**src/hdl/msh_pkg.sv**
```systemverilog
// shared constants, codes, types and the size bin function for the message size histogram
package msh_pkg;

    localparam int PEERS       = 1024;
    localparam int NUM_BINS    = 12;
    localparam int PEER_W      = $clog2(PEERS);
    localparam int BIN_W       = $clog2(NUM_BINS);
    localparam int EXT_W       = 11;
    localparam int BYTES_W     = 48;
    localparam int CNT_W       = 64;
    localparam int FIRST_LIMIT = 64;

    // command codes
    localparam logic [1:0] CMD_RECORD    = 2'd0;
    localparam logic [1:0] CMD_READ_BIN  = 2'd1;
    localparam logic [1:0] CMD_READ_PEER = 2'd2;

    // direction codes
    localparam logic [1:0] DIR_NONE = 2'd0;
    localparam logic [1:0] DIR_SEND = 2'd1;
    localparam logic [1:0] DIR_RECV = 2'd2;

    // status codes
    localparam logic [1:0] ST_OK         = 2'd0;
    localparam logic [1:0] ST_PEER_RANGE = 2'd1;
    localparam logic [1:0] ST_IDX_RANGE  = 2'd2;
    localparam logic [1:0] ST_UNUSED     = 2'd3;

    // controller to datapath commands
    typedef struct packed {
        logic clear_step;
        logic capture;
        logic commit;
    } t_dp_cmd;

    // datapath to controller status
    typedef struct packed {
        logic clear_last;
    } t_dp_stat;

    // number of power-of-four limits the size exceeds, which is the bin index
    function automatic logic [BIN_W-1:0] bin_of(input logic [BYTES_W-1:0] b);
        int cnt;
        cnt = 0;
        for (int i = 0; i < NUM_BINS - 1; i++) begin
            if (64'(b) > (64'(FIRST_LIMIT) << (2 * i))) begin
                cnt = cnt + 1;
            end
        end
        return BIN_W'(cnt);
    endfunction

endpackage

```
**src/hdl/msh_ctrl.sv**
```systemverilog
// controller state machine: memory clear sweep, beat intake, commit and result valid
module msh_ctrl (
    input  logic               i_clk,
    input  logic               i_rst_n,
    input  logic               i_in_valid,
    output logic               o_in_ready,
    output logic               o_out_valid,
    input  logic               i_out_ready,
    input  msh_pkg::t_dp_stat  i_stat,
    output msh_pkg::t_dp_cmd   o_cmd
);

    localparam logic [1:0] S_CLEAR = 2'd0;
    localparam logic [1:0] S_IDLE  = 2'd1;
    localparam logic [1:0] S_EXEC  = 2'd2;

    logic [1:0] r_state, n_state;
    logic       r_out_valid, n_out_valid;
    logic       w_accept;
    logic       w_commit;

    assign o_in_ready  = (r_state == S_IDLE);
    assign w_accept    = i_in_valid && o_in_ready;
    assign w_commit    = (r_state == S_EXEC) && (!r_out_valid || i_out_ready);
    assign o_out_valid = r_out_valid;

    assign o_cmd.clear_step = (r_state == S_CLEAR);
    assign o_cmd.capture    = w_accept;
    assign o_cmd.commit     = w_commit;

    always_comb begin
        n_state = r_state;
        case (r_state)
            S_CLEAR: begin
                if (i_stat.clear_last) begin
                    n_state = S_IDLE;
                end
            end
            S_IDLE: begin
                if (w_accept) begin
                    n_state = S_EXEC;
                end
            end
            S_EXEC: begin
                if (w_commit) begin
                    n_state = S_IDLE;
                end
            end
            default: n_state = S_CLEAR;
        endcase
    end

    always_comb begin
        n_out_valid = r_out_valid;
        if (w_commit) begin
            n_out_valid = 1'b1;
        end else if (i_out_ready) begin
            n_out_valid = 1'b0;
        end
    end

    always_ff @(posedge i_clk) begin
        if (!i_rst_n) begin
            r_state     <= S_CLEAR;
            r_out_valid <= 1'b0;
        end else begin
            r_state     <= n_state;
            r_out_valid <= n_out_valid;
        end
    end

endmodule

```
**config.mk**
```make
export PLATFORM = sky130hd
export DESIGN_NAME = msh_ctrl
export DESIGN_NICKNAME = d
export VERILOG_FILES = /design/src/hdl/msh_pkg.sv /design/src/hdl/msh_ctrl.sv
export SDC_FILE = /design/constraint.sdc
export NUM_CORES = 1
export LEC_CHECK = 0
export BUFFER_PORTS_ARGS = -buffer_cell sky130_fd_sc_hd__buf_4
export CAP_MARGIN = 20
export CORE_AREA = 10 10 47 49
export CTS_BUF_LIST = sky130_fd_sc_hd__clkbuf_8
export DETAILED_ROUTE_END_ITERATION = 12
export DIE_AREA = 0 0 57 59
export PLACE_DENSITY = 0.33
export SETUP_SLACK_MARGIN = 0.02
export SLEW_MARGIN = 20
export SYNTH_ARGS = -nofsm -noshare
export SYNTH_HDL_FRONTEND = slang
export SYNTH_SLANG_ARGS = --single-unit
```
**constraint.sdc**
```tcl
create_clock -name i_clk -period 1.1 [get_ports i_clk]
set_clock_uncertainty 0.15 [all_clocks]
set_input_delay 0.055 -clock i_clk [delete_from_list [all_inputs] [get_ports i_clk]]
set_output_delay 0.055 -clock i_clk [all_outputs]
set_load 0.03 [all_outputs]
```
# --- Yosys cells after proc, flatten, opt, wreduce, memory -nomap -nowiden ---
# Index checks and enable logic that the tools add are counted.
classes:
  reduce_logical: 7
  n_mux: 6
  n_eq_ne: 5
ops:
  columns: ["cell", "count"]
  rows:
  - ["$mux W2", 3]
  - ["$pmux W2 S3", 1]
  - ["$ne A2 B2 Y1 const B", 2]
  - ["$reduce_and A3 Y1", 1]
  - ["$eq A2 B1 Y1 const B", 1]
  - ["$eq A2 B2 Y1 const B", 1]
  - ["$logic_and A1 B1 Y1", 2]
  - ["$logic_not A2 Y1", 1]
  - ["$mux W1", 2]
  - ["$ne A2 B1 Y1 const B", 1]
  - ["$reduce_bool A2 Y1", 1]
  - ["$logic_not A1 Y1", 1]
  - ["$logic_or A1 B1 Y1", 1]
totals:
  regBits: 3
  output_inout_bits: 5
  word_cells: 20

# --- Depth between registers and ports, before layout ---
depth:
  word_depth: 5
  ltp_mapped: 3

# --- Least setup slack after synthesis ---
# OpenSTA, ideal clock, no wires.
synth_timing:
  kind: "reg-to-reg"
  start: "reg r_out_valid (netlist: o_out_valid)"
  end: "reg r_state[1]"
  slack_ps: -38
  period_less_slack_ps: 1138
  arrival_time_ps: 930
  t_required_ps: 892
  path_buffers: 0
  path_stages_with_launch: 3
  path_cell_list: "dfxtp_1 > nor4bb_1 > o21a_1"
synth_between:
  elab_chain_len: 5
synth_lines:
  columns: ["item", "line_no", "source"]
  rows:
  - ["from (decl)", "msh_ctrl.sv:18", "logic r_out_valid, n_out_valid;"]
  - ["from (signal assigned)", "msh_ctrl.sv:68", "r_out_valid <= n_out_valid;"]
  - ["$logic_not A1 Y1", "msh_ctrl.sv:24", "assign w_commit = (r_state == S_EXEC) && (!r_out_valid || i_out_ready);"]
  - ["$logic_or A1 B1 Y1", "msh_ctrl.sv:24", null]
  - ["$logic_and A1 B1 Y1", "msh_ctrl.sv:24", null]
  - ["$ne A2 B2 Y1 (no source line)", null, null]
  - ["$reduce_and A3 Y1 (no source line)", null, null]
  - ["to (signal assigned)", "msh_ctrl.sv:67", "r_state <= n_state;"]
  - ["to (decl)", "msh_ctrl.sv:17", "logic [1:0] r_state, n_state;"]
# No other way between the ends.
# A chain may end at the register's enable or synchronous reset.

==> results.yml <==
outcome:
  status: "finished, violations left"
  violations: "negative hold slack, negative setup slack"
sta:
  fin_crit_ns: 1.18
  finalMaxSlewViolations: 0
  period_share_pct: 107
  slew_headroom_pct: 81.0
  layout_setup_ws_ns: -0.0770
  setup_viol_count_final: 3
  fin_setup_tns_ns: -0.159
  hold_viol_final: 1
  tightestPinTransition_ns: 0.281
  holdWs_ns: -0.00741
  rsz0062_at_grt: "yes"
  max_freq_mhz: 850
drt:
  viasPerCell: 3.77
  first_pass_iters: 2
  vias: 181
  drc_errors: 0
  drt_iter0_drc: 1
  detail_route.wl_per_cell_um: 11.6
  routed_wl_um: 559
  ant_nets: 0
setup_path:
  cp-end-kind: "primary output"
  start_kind: "flip-flop"
  rr_worst_depth: 2
  crit_type: "flip-flop to primary output"
  crit_arrival_ns: 0.97
  r2r_start: "r_state[1]$_SDFFE_PN0P_"
  r2r_setup_slack_ns: 0.05
  crit_required_ns: 0.89
  cp_max_fo: 7
  r2r-end: "r_state[1]$_SDFFE_PN0P_"
clocking:
  ctsHtreeMaxLevel: 1
  clock_latency_ns: 0.21
  cts_root_buf: "clkbuf_8"
  cts_made_buffers: 3
  clkSinkCount: 3
  cts_tree: "yes"
  cts_setup_buffers: 0
  clk_pin_slew_ns: 0.03
  clockBufferDepth: 2
logic_synthesis:
  synth_common_cells: "dfxtp_1 (3), buf_4 (2), nand2b_1 (2), nor2_1 (2)"
  yosysTopAreaCellShare_pct: 33.1
  synth_seq_cells: 3
  synth-edff-count: 0
  synthXorXnorAreaFrac_pct: 0
  synth_area_leaders: "dfxtp_1 (33%), o41ai_2 (9.0%), buf_4 (8.3%)"
  yosysWarnings: 0
  synth_compound_area_share_pct: 15.9
  synthCells: 19
  synthAdderAreaFrac_pct: 0
  syn_avg_cell_area_um2: 9.55
  async_flop_share_pct: 0
  seq_area_frac_synth_pct: 33.1
  yosysMostFrequentCell: "dfxtp_1"
  synth_top_family_by_area: "simple AND/OR/NAND/NOR gates"
  synthSimpleGateAreaFrac_pct: 40.7
  synthesis.area_um2: 181
  synth_cell_types: 14
  synth_ff_type: "dfxtp_1"
  synth.largest_area_cell: "dfxtp_1"
  syn_nets: 24
  synth_mux_area_share_pct: 0
finish:
  n_antenna_cell: 0
  fillers: 170
  final_nets: 38
  syn_to_final_growth_pct: 89.0
  drive_gt1_share_pct: 56.3
place:
  io_buffers: 9
  place_ws_ns: 0.0108
  gp_congestion: 0.639
die:
  start_util_pct: 12.9
  rows: 14
  core_um2: 1400
  die_y_um: 59
  ios: 10
  die_x_um: 57
  die_area_um2: 3360
global_route:
  overflow: 0
  grt_pass1_vias: 215
  antenna_found_initial: 0
  track_usage_pct: 3.79
  grt_pass1_wl_um: 890
  grt_start_max_net_pins: 9
worst_hold_path:
  hold_end: "o_out_valid$_SDFFE_PN0P_"
  hold_depth: 3
  hold_path.class: "input port to flip-flop"
  min-delay-start: "i_out_ready"
power:
  ir_drop_mv: 0.519
  power.total_mw: 0.528
  p_per_area_nw_per_um2: 1540
  p_leak_nw: 0.157
run:
  maxCapViolations: 0
registers in the layout, summed over array words and instances (netlist names):
signal and count:
r_state 2, o_out_valid 1
cell usage in the layout (no fill, tap or decap), types with 2 or more instances in the layout:
cell           n
buf_4          7
buf_6          2
clkbuf_8       3
dfxtp_4        2
dlygate4sd3_1  2
inv_1          2
nor2_1         2
where the power goes:
group / switching, mW / internal [mW]
sequential: 0.0103 / 0.115
clock: 0.0692 / 0.237
combinational: 0.0456 / 0.0506
what timing repair did:
item	4_1_cts	5_1_grt
hold buffers	1	2
gates resized for setup	7	0
endpoints found under the setup margin	5	5
endpoints found under the hold margin	3	1
pin swaps	0	1
worst max-delay path: stages (launching register included):
cell and delay [ns]:
dfxtp_4 0.35, nand2b_4 0.14, nor2b_1 0.10, buf_4 0.17
metrics by stage:
| step | instance area (um2) | util, % | cells |
|---|---|---|---|
| 4_1_cts | 333 | 23.8 | 47 |
| 5_1_grt | 343 | 24.5 | 48 |
| 3_5_place_dp | 255 | 18.2 | 42 |
| 3_3_place_gp | 255 | 18.2 | 42 |
| 2_1_floorplan | 183 | - | 19 |
| 6_report | 343 | 24.5 | 48 |
cell families (layout without fill, tap and decap cells):
family | Yosys count | after routing
compound gates | 3 | 3
flops | 3 | 3
simple gates | 10 | 10
buf+inv | 3 | 16
routing by layer:
| layer | share of wire, % | global-route usage [%] |
|---|---|---|
| met5 | 0 | 0 |
| met1 | 29 | 2.36 |
| met2 | 65 | 6.67 |
| met4 | 0 | 5.03 |
| met3 | 5.0 | 2.15 |
worst max-delay path by stage:
stage                                        from                      end  slack (ns)  cells past startpoint
final                     r_state[0]$_SDFFE_PN0P_                 o_cmd[0]       -0.08                      3
after global routing      r_state[0]$_SDFFE_PN0P_                 o_cmd[0]       -0.15                      3
after CTS                 r_state[0]$_SDFFE_PN0P_                 o_cmd[0]       -0.09                      3
after detailed placement  r_state[1]$_SDFFE_PN0P_  r_state[1]$_SDFFE_PN0P_        0.01                      2
after global placement    r_state[1]$_SDFFE_PN0P_  r_state[0]$_SDFFE_PN0P_      0.0009                      2
after floorplan           r_state[1]$_SDFFE_PN0P_  r_state[1]$_SDFFE_PN0P_        0.07                      2
final cells by class:
cell class                 instances  area (um2)  share of cell area [%]
timing repair buffer              11        95.1                    27.7
multi-input combinational         13         110                    32.1
inverter                           1        3.75                    1.09
clock buffer                       3        41.3                    12.0
tap                               16        20.0                    5.84
clock inverter                     1        3.75                    1.09
sequential                         3        68.8                    20.1
(Power assumes the default switching activity.)
